==> src/hw/rtl/dctc_pkg.sv <==
// Shared constants, codes and types of the DRAM command timing checker.
`default_nettype none

package dctc_pkg;

   // Geometry of the checked memory system and width of the cycle count.
   localparam int RANK_COUNT = 2;
   localparam int BANK_COUNT = 8;
   localparam int CYCLE_BITS = 48;

   localparam int RANK_IDX_BITS = (RANK_COUNT > 1) ? $clog2(RANK_COUNT) : 1;
   localparam int BANK_IDX_BITS = (BANK_COUNT > 1) ? $clog2(BANK_COUNT) : 1;

   // Field widths of the request and response words.
   localparam int CMD_BITS     = 3;
   localparam int RANK_ID_BITS = 1;
   localparam int BANK_ID_BITS = 3;
   localparam int NOW_BITS     = 48;
   localparam int READY_BITS   = 48;

   localparam int REQ_DATA_USED  = RANK_ID_BITS + BANK_ID_BITS + NOW_BITS;
   localparam int REQ_TDATA_BITS = ((REQ_DATA_USED + 7) / 8) * 8;
   localparam int RSP_TDATA_BITS = ((READY_BITS + 7) / 8) * 8;
   localparam int RSP_TUSER_BITS = 2;

   // Timing gaps are eight bits each, packed from the lowest byte up.
   localparam int GAP_BITS           = 8;
   localparam int PRECHARGE_REG_BITS = 24;
   localparam int ACTIVATE_REG_BITS  = 24;
   localparam int READ_REG_BITS      = 40;
   localparam int WRITE_REG_BITS     = 32;

   // Configuration port.
   localparam int CSR_INDEX_BITS = 3;
   localparam int CSR_DATA_BITS  = 40;

   localparam logic [CSR_INDEX_BITS-1:0] CSR_PRECHARGE_GAPS = 3'd0;
   localparam logic [CSR_INDEX_BITS-1:0] CSR_ACTIVATE_GAPS  = 3'd1;
   localparam logic [CSR_INDEX_BITS-1:0] CSR_READ_GAPS      = 3'd2;
   localparam logic [CSR_INDEX_BITS-1:0] CSR_WRITE_GAPS     = 3'd3;

   // Command codes; anything above the write code is invalid.
   localparam logic [CMD_BITS-1:0] CMD_PRECHARGE = 3'd0;
   localparam logic [CMD_BITS-1:0] CMD_ACTIVATE  = 3'd1;
   localparam logic [CMD_BITS-1:0] CMD_READ      = 3'd2;
   localparam logic [CMD_BITS-1:0] CMD_WRITE     = 3'd3;

   typedef struct packed {
      logic [PRECHARGE_REG_BITS-1:0] precharge;
      logic [ACTIVATE_REG_BITS-1:0]  activate;
      logic [READ_REG_BITS-1:0]      read;
      logic [WRITE_REG_BITS-1:0]     write;
   } gaps_type;

   // Record of one issued command.
   typedef struct packed {
      logic                     en;
      logic [CMD_BITS-1:0]      cmd;
      logic [RANK_IDX_BITS-1:0] rank;
      logic [BANK_IDX_BITS-1:0] bank;
      logic [CYCLE_BITS-1:0]    stamp;
   } hist_write_type;

   // History seen by the rule logic for the rank and bank being looked up.
   typedef struct packed {
      logic [BANK_COUNT-1:0][CYCLE_BITS-1:0] act_time;
      logic [BANK_COUNT-1:0]                 act_valid;
      logic [CYCLE_BITS-1:0]                 pre_time;
      logic                                  pre_valid;
      logic [CYCLE_BITS-1:0]                 rd_time;
      logic                                  rd_valid;
      logic [CYCLE_BITS-1:0]                 wr_time;
      logic                                  wr_valid;
      logic [RANK_COUNT-1:0][CYCLE_BITS-1:0] rank_rd_time;
      logic [RANK_COUNT-1:0]                 rank_rd_valid;
      logic [RANK_COUNT-1:0][CYCLE_BITS-1:0] rank_wr_time;
      logic [RANK_COUNT-1:0]                 rank_wr_valid;
   } hist_view_type;

   typedef struct packed {
      logic [CYCLE_BITS-1:0] ready_cycle;
      logic                  issued;
      logic                  bad_command;
   } check_result_type;

endpackage

`default_nettype wire

==> src/hw/rtl/dctc_rules.sv <==
// Timing rule evaluation: earliest legal cycle and the issue decision.
`default_nettype none

module dctc_rules (
   input  wire logic [dctc_pkg::CMD_BITS-1:0]     cmd,
   input  wire logic [dctc_pkg::RANK_ID_BITS-1:0] rank_id,
   input  wire logic [dctc_pkg::BANK_ID_BITS-1:0] bank_id,
   input  wire logic [dctc_pkg::CYCLE_BITS-1:0]   now_cycle,
   input  wire dctc_pkg::gaps_type                gaps,
   input  wire dctc_pkg::hist_view_type           hist_view,
   output dctc_pkg::check_result_type             result
);
   import dctc_pkg::*;

   // Candidate slots: now, one per bank, two own-bank extras, two per rank.
   localparam int SLOT_COUNT  = 1 + BANK_COUNT + 2 + 2 * RANK_COUNT;
   localparam int TREE_LEVELS = $clog2(SLOT_COUNT);
   localparam int TREE_SIZE   = 1 << TREE_LEVELS;
   localparam int OWN_SLOT    = 1 + BANK_COUNT;
   localparam int RANK_SLOT   = OWN_SLOT + 2;

   logic [RANK_IDX_BITS-1:0] rank_idx;
   logic [BANK_IDX_BITS-1:0] bank_idx;
   logic                     bad;
   logic                     is_pre, is_act, is_rd, is_wr;
   logic                     slot_en   [TREE_SIZE];
   logic [CYCLE_BITS-1:0]    slot_time [TREE_SIZE];
   logic [GAP_BITS-1:0]      slot_gap  [TREE_SIZE];
   logic [CYCLE_BITS-1:0]    node      [2*TREE_SIZE];

   // Last time plus gap, held at the largest cycle value on overflow.
   function automatic logic [CYCLE_BITS-1:0] sat_add(input logic [CYCLE_BITS-1:0] t,
                                                     input logic [GAP_BITS-1:0] g);
      logic [CYCLE_BITS:0] sum;
      sum = {1'b0, t} + (CYCLE_BITS + 1)'(g);
      return sum[CYCLE_BITS] ? {CYCLE_BITS{1'b1}} : sum[CYCLE_BITS-1:0];
   endfunction

   function automatic logic [GAP_BITS-1:0] gap_of(input logic [READ_REG_BITS-1:0] reg_value,
                                                  input int n);
      return reg_value[GAP_BITS*n +: GAP_BITS];
   endfunction

   assign rank_idx = RANK_IDX_BITS'(rank_id);
   assign bank_idx = BANK_IDX_BITS'(bank_id);

   // Command decode and range check.
   always_comb begin
      bad = (cmd > CMD_WRITE) || (32'(rank_id) >= 32'(RANK_COUNT))
            || (32'(bank_id) >= 32'(BANK_COUNT));
      is_pre = !bad && (cmd == CMD_PRECHARGE);
      is_act = !bad && (cmd == CMD_ACTIVATE);
      is_rd  = !bad && (cmd == CMD_READ);
      is_wr  = !bad && (cmd == CMD_WRITE);
   end

   // Fill the candidate slots with the rules that apply to this command.
   always_comb begin
      for (int i = 0; i < TREE_SIZE; i++) begin
         slot_en[i]   = 1'b0;
         slot_time[i] = '0;
         slot_gap[i]  = '0;
      end

      // Activate history of every bank in the target rank.
      for (int b = 0; b < BANK_COUNT; b++) begin
         slot_time[1+b] = hist_view.act_time[b];
         if (BANK_IDX_BITS'(b) == bank_idx) begin
            slot_en[1+b] = hist_view.act_valid[b] && !bad;
            if (is_pre) begin
               slot_gap[1+b] = gap_of(READ_REG_BITS'(gaps.precharge), 0);
            end else if (is_act) begin
               slot_gap[1+b] = gap_of(READ_REG_BITS'(gaps.activate), 0);
            end else if (is_rd) begin
               slot_gap[1+b] = gap_of(gaps.read, 0);
            end else begin
               slot_gap[1+b] = gap_of(READ_REG_BITS'(gaps.write), 0);
            end
         end else begin
            slot_en[1+b]  = hist_view.act_valid[b] && is_act;
            slot_gap[1+b] = gap_of(READ_REG_BITS'(gaps.activate), 2);
         end
      end

      // Same-bank rules on precharge, read and write history.
      if (is_pre) begin
         slot_en[OWN_SLOT]     = hist_view.rd_valid;
         slot_time[OWN_SLOT]   = hist_view.rd_time;
         slot_gap[OWN_SLOT]    = gap_of(READ_REG_BITS'(gaps.precharge), 1);
         slot_en[OWN_SLOT+1]   = hist_view.wr_valid;
         slot_time[OWN_SLOT+1] = hist_view.wr_time;
         slot_gap[OWN_SLOT+1]  = gap_of(READ_REG_BITS'(gaps.precharge), 2);
      end else if (is_act) begin
         slot_en[OWN_SLOT]     = hist_view.pre_valid;
         slot_time[OWN_SLOT]   = hist_view.pre_time;
         slot_gap[OWN_SLOT]    = gap_of(READ_REG_BITS'(gaps.activate), 1);
      end

      // Rank-level read and write rules, same rank and other ranks.
      for (int r = 0; r < RANK_COUNT; r++) begin
         slot_time[RANK_SLOT+2*r]   = hist_view.rank_rd_time[r];
         slot_time[RANK_SLOT+2*r+1] = hist_view.rank_wr_time[r];
         slot_en[RANK_SLOT+2*r]     = hist_view.rank_rd_valid[r] && (is_rd || is_wr);
         slot_en[RANK_SLOT+2*r+1]   = hist_view.rank_wr_valid[r] && (is_rd || is_wr);
         if (RANK_IDX_BITS'(r) == rank_idx) begin
            if (is_rd) begin
               slot_gap[RANK_SLOT+2*r]   = gap_of(gaps.read, 1);
               slot_gap[RANK_SLOT+2*r+1] = gap_of(gaps.read, 2);
            end else begin
               slot_gap[RANK_SLOT+2*r]   = gap_of(READ_REG_BITS'(gaps.write), 3);
               slot_gap[RANK_SLOT+2*r+1] = gap_of(READ_REG_BITS'(gaps.write), 1);
            end
         end else begin
            if (is_rd) begin
               slot_gap[RANK_SLOT+2*r]   = gap_of(gaps.read, 3);
               slot_gap[RANK_SLOT+2*r+1] = gap_of(gaps.read, 4);
            end else begin
               slot_gap[RANK_SLOT+2*r]   = gap_of(READ_REG_BITS'(gaps.write), 3);
               slot_gap[RANK_SLOT+2*r+1] = gap_of(READ_REG_BITS'(gaps.write), 2);
            end
         end
      end
   end

   // Saturating adds into the leaves, then a balanced maximum tree.
   always_comb begin
      for (int i = 0; i < TREE_SIZE; i++) begin
         node[i] = '0;
         node[TREE_SIZE+i] = slot_en[i] ? sat_add(slot_time[i], slot_gap[i]) : '0;
      end
      node[TREE_SIZE] = now_cycle;
      for (int n = TREE_SIZE - 1; n >= 1; n--) begin
         node[n] = (node[2*n] > node[2*n+1]) ? node[2*n] : node[2*n+1];
      end
   end

   // A command issues when no rule pushes it past the current cycle.
   always_comb begin
      result.bad_command = bad;
      result.ready_cycle = bad ? '0 : node[1];
      result.issued      = !bad && (node[1] <= now_cycle);
   end

endmodule

`default_nettype wire

==> config.mk <==
export PLATFORM = sky130hd
export DESIGN_NAME = dctc_rules
export DESIGN_NICKNAME = d
export VERILOG_FILES = /design/src/hw/rtl/dctc_pkg.sv /design/src/hw/rtl/dctc_rules.sv
export SDC_FILE = /design/constraint.sdc
export NUM_CORES = 2
export LEC_CHECK = 0
export BUFFER_PORTS_ARGS = -buffer_cell sky130_fd_sc_hd__buf_4
export CORE_AREA = 2 2 370 372
export DETAILED_ROUTE_END_ITERATION = 12
export DIE_AREA = 0 0 372 374
export GPL_ROUTABILITY_DRIVEN = 1
export GPL_TIMING_DRIVEN = 0
export RECOVER_POWER = 50
export SLEW_MARGIN = 15
export SYNTH_ARGS = -nofsm -noshare
export SYNTH_HDL_FRONTEND = slang
export SYNTH_SLANG_ARGS = --single-unit
==> constraint.sdc <==
create_clock -name vclk -period 25.8
set_clock_uncertainty 0.05 [all_clocks]
set_input_delay 1.29 -clock vclk [all_inputs]
set_output_delay 1.29 -clock vclk [all_outputs]
set_load 0.005 [all_outputs]
Yosys cells after proc, flatten, opt, wreduce, memory -nomap -nowiden
Cells that the tools add are included.
- register bits after elaboration: 0
- input port bits: 910
- output and inout bits: 50
- word-level logic and storage cells: 146
- add/subtract/negate cells: 14
- order comparisons: 17
- equal/unequal tests: 10
- mux-type cells: 76
- reductions and logical operators: 29
- operators by type and width (cell ; count):
    $mux W48 ; 47
    $add A48 B8 Y49 ; 14
    $gt A48 B48 Y1 ; 14
    $mux W8 ; 14
    $mux W16 ; 4
    $gt A48 B1 Y1 const B ; 1
    $le A48 B48 Y1 ; 1
    $logic_and A1 B1 Y1 ; 25
    $eq A3 B3 Y1 const A ; 4
    $mux W1 ; 11
    $eq A2 B3 Y1 const A ; 2
    $eq A3 B2 Y1 const B ; 2
    $logic_not A3 Y1 ; 2
    $eq A1 B3 Y1 const A ; 1
    $eq A3 B1 Y1 const B ; 1
    $gt A3 B2 Y1 const B ; 1
    $logic_not A1 Y1 ; 1
    $logic_or A1 B1 Y1 ; 1

Logic depth before layout (Yosys ltp)
- depth in word-level cells: 20
- depth in mapped cells: 96
- depth with buffers taken out: 83

Worst setup path before layout
No wires, ideal clock.
- kind: input port to output port
- from: input port cmd[0] in the netlist's numbering
- to: output port result[1] in the netlist's numbering
- arrival time: 19.322 ns
- data required time: 24.460 ns
- path slack: 5.138 ns
- stages on the path: 91
- buffers on the path: 21
- cell sequence: buf_2 buf_6 buf_4 buf_6 buf_1 buf_1 clkbuf_1 clkbuf_1 mux2i_1 nor2_1 ha_1 fa_1 a21oi_1 o21bai_1 a21oi_1 or3_1 clkbuf_1 nor2_1 [... 55 more ...] a32oi_1 o21ai_0 a221o_1 a211oi_1 ha_1 a21oi_1 nor2b_1 o21ai_0 nand2b_1 a21oi_1 nor2b_1 o21ai_0 nand2b_1 a21oi_1 o21ai_0 a21oi_1 o221ai_1 a21oi_1
- RTL lines (item ; RTL line ; text):
    start: declaration ; dctc_rules.sv:5 ; input wire logic [dctc_pkg::CMD_BITS-1:0] cmd,
    end: declaration ; dctc_rules.sv:11 ; output dctc_pkg::check_result_type result

==> out/metrics.cfg <==
[drt]
wl_per_cell_um=29.6
drc=0
finalWirelength_um=304000
dr.pass1.iters=9
ant_nets=0
routed_via_density=6.27
routed-via-count=64500
drt_iter0_markers=6942

[die]
fp.dieW_um=372
core_sq_um=135000
ios=960
start_util_pct=37.0
dieArea_sq_um=139000
rows=135
die_y_um=374

[synth]
netlist_area_sq_um=50000
syn_inst=7510
yosysTopAreaCellShare_pct=20.8
syn_avg_cell_area_sq_um=6.65
synth.distinct_cells=115
yosys-top-cells-count=829 x ha_1, 733 x a21oi_1, 612 x nand2_1
synth_area_leader_cell=ha_1
synthTopCellsByArea=ha_1 21%, a21oi_1 7.3%, mux2i_1 6.4%, o21ai_0 5.9%, nand2_1 4.6%
yosys_warnings=0
synth_most_common_cell=ha_1
ys_seq_area_share_pct=0
syn-num-nets=9263

[critical_path]
criticalPathCategory=in -> out
end_kind=output port
critPathArrivalTime_ns=24.12
slowest_delay_ns=0.64
crit_slowest_cell=clkbuf_1
crit_path_max_fanout=10
start_kind=input port
worstPathRequired_ns=24.46

[final_layout]
seqCellArea_sq_um=0
nClkBuffers=0
design_area_sq_um=60300
area_delta_synth_final_pct=20.6
design.seq.count=0
layout.nets=10200
drive_gt1_share_pct=16.7

[sta]
worst_pin_slew_ns=1.93
fin_crit_sh_pct=98.7
hold_violations=0
drv_slew=3
fmax_ghz=0.0393
finalWorstSetupSlack_ns=0.339
final.min_clock_period_ns=25.46
finalSetupViolCount=0
relSlewSlack_pct=-32.1

[status]
violations=capacitance limit, slew limit
status=complete, but fails checks

[placement]
placed_area_sq_um=59500
gp_congestion=1.12
portBuffers=943
pre_cts_ws_ns=-4.49
dp_hpwl_um=270000

[flow_run]
maxCapViolations=2

[pwr]
leakage_uw=0.0281
powerDensity_nw_per_um2=85.0
ir_drop_uv=121

[global_route]
grt_pass1_wl_um=421000
track_usage_pct=41.1
grt_pass1_vias=59300
antenna_found_initial=38
grt_max_degree=20
grt-ovfl-total=0

[min_path]
worstHoldPathType=in -> out

[cts]
cts_hold_buf=0

-- per-layer routing --
metal  up-vias  GRT usage, %  part of all wire [%]
met4        10          16.6                   5.0
met1     31000          55.0                    42
met5         -             0                 0.023
met3       545          6.75                   9.2
li1      29600             -                     -
met2      3323          64.9                    44
-- stage by stage --
stage	hold WS (ns)	std cells	total power, uW	utilization (%)	TNS (ns)
finish	3.36	10300	5120	44.7	0
global route	3.33	10300	5320	44.6	-0.0185
CTS	3.32	10300	4860	44.4	0
detailed placement	3.32	10200	4780	44.1	-95.10
global placement	3.35	10200	4720	43.9	-215.47
floorplan	2.87	7510	2630	-	0
-- critical path, delay by kind of cell --
family,cells,cell delay (ns)
buf+inv,16,5.48
fa+ha+maj,6,1.85
compound gates,24,6.04
mux,2,0.83
simple gates,33,8.53
-- worst paths after layout --
kind / endpoint / depth (start not counted) / slack [ns] / start
max: result[1] / 81 / 0.34 / cmd[2]
min: result[1] / 7 / 3.36 / now_cycle[47]
-- cells by family after synthesis --
| kind of cell | share of synthesized area, % |
|---|---|
| buffers and inverters | 6.94 |
| muxes | 9.08 |
| xor gates and xnor gates | 8.27 |
| adders and majority gates | 21.3 |
| AOI/OAI and AO/OA | 28.1 |
| and+or+nand+nor | 26.3 |
-- power breakdown --
| group | switching [uW] | internal (uW) | total [uW] |
|---|---|---|---|
| clock | 0 | 0.000126 | 0.000126 |
| sequential | 0 | 0 | 0 |
| combinational | 3420 | 1700 | 5120 |
-- layout make-up --
class,count,area [sq um]
antenna,25,62.6
timing repair buffer,967,7300
buffer,348,1550
tap,1781,2230
inverter,548,2060
fill,14500,74700
multi-input combinational,6610,47100
-- cells in the final DEF (no fill, tap or decap), types with 188 or more instances in the layout --
master / Yosys / routed
mux2i_1: 317 / 304
xnor2_1: 248 / 248
buf_4: 6 / 967
o21ai_0: 594 / 575
a21oi_1: 733 / 713
nand2_1: 612 / 612
xor2_1: 222 / 222
inv_1: 546 / 546
nand4_1: 250 / 250
nor2_1: 569 / 565
clkbuf_1: 280 / 188
nand3_1: 330 / 329
a21o_1: 212 / 212
ha_1: 829 / 829
-- repair_timing --
item                       4_1_cts  5_1_grt
setup endpoints to repair       49        1
setup buffers                    9        2
pin swaps                        4        2
resized for setup              127      152
No activity file was read; power rests on OpenSTA's default activity.
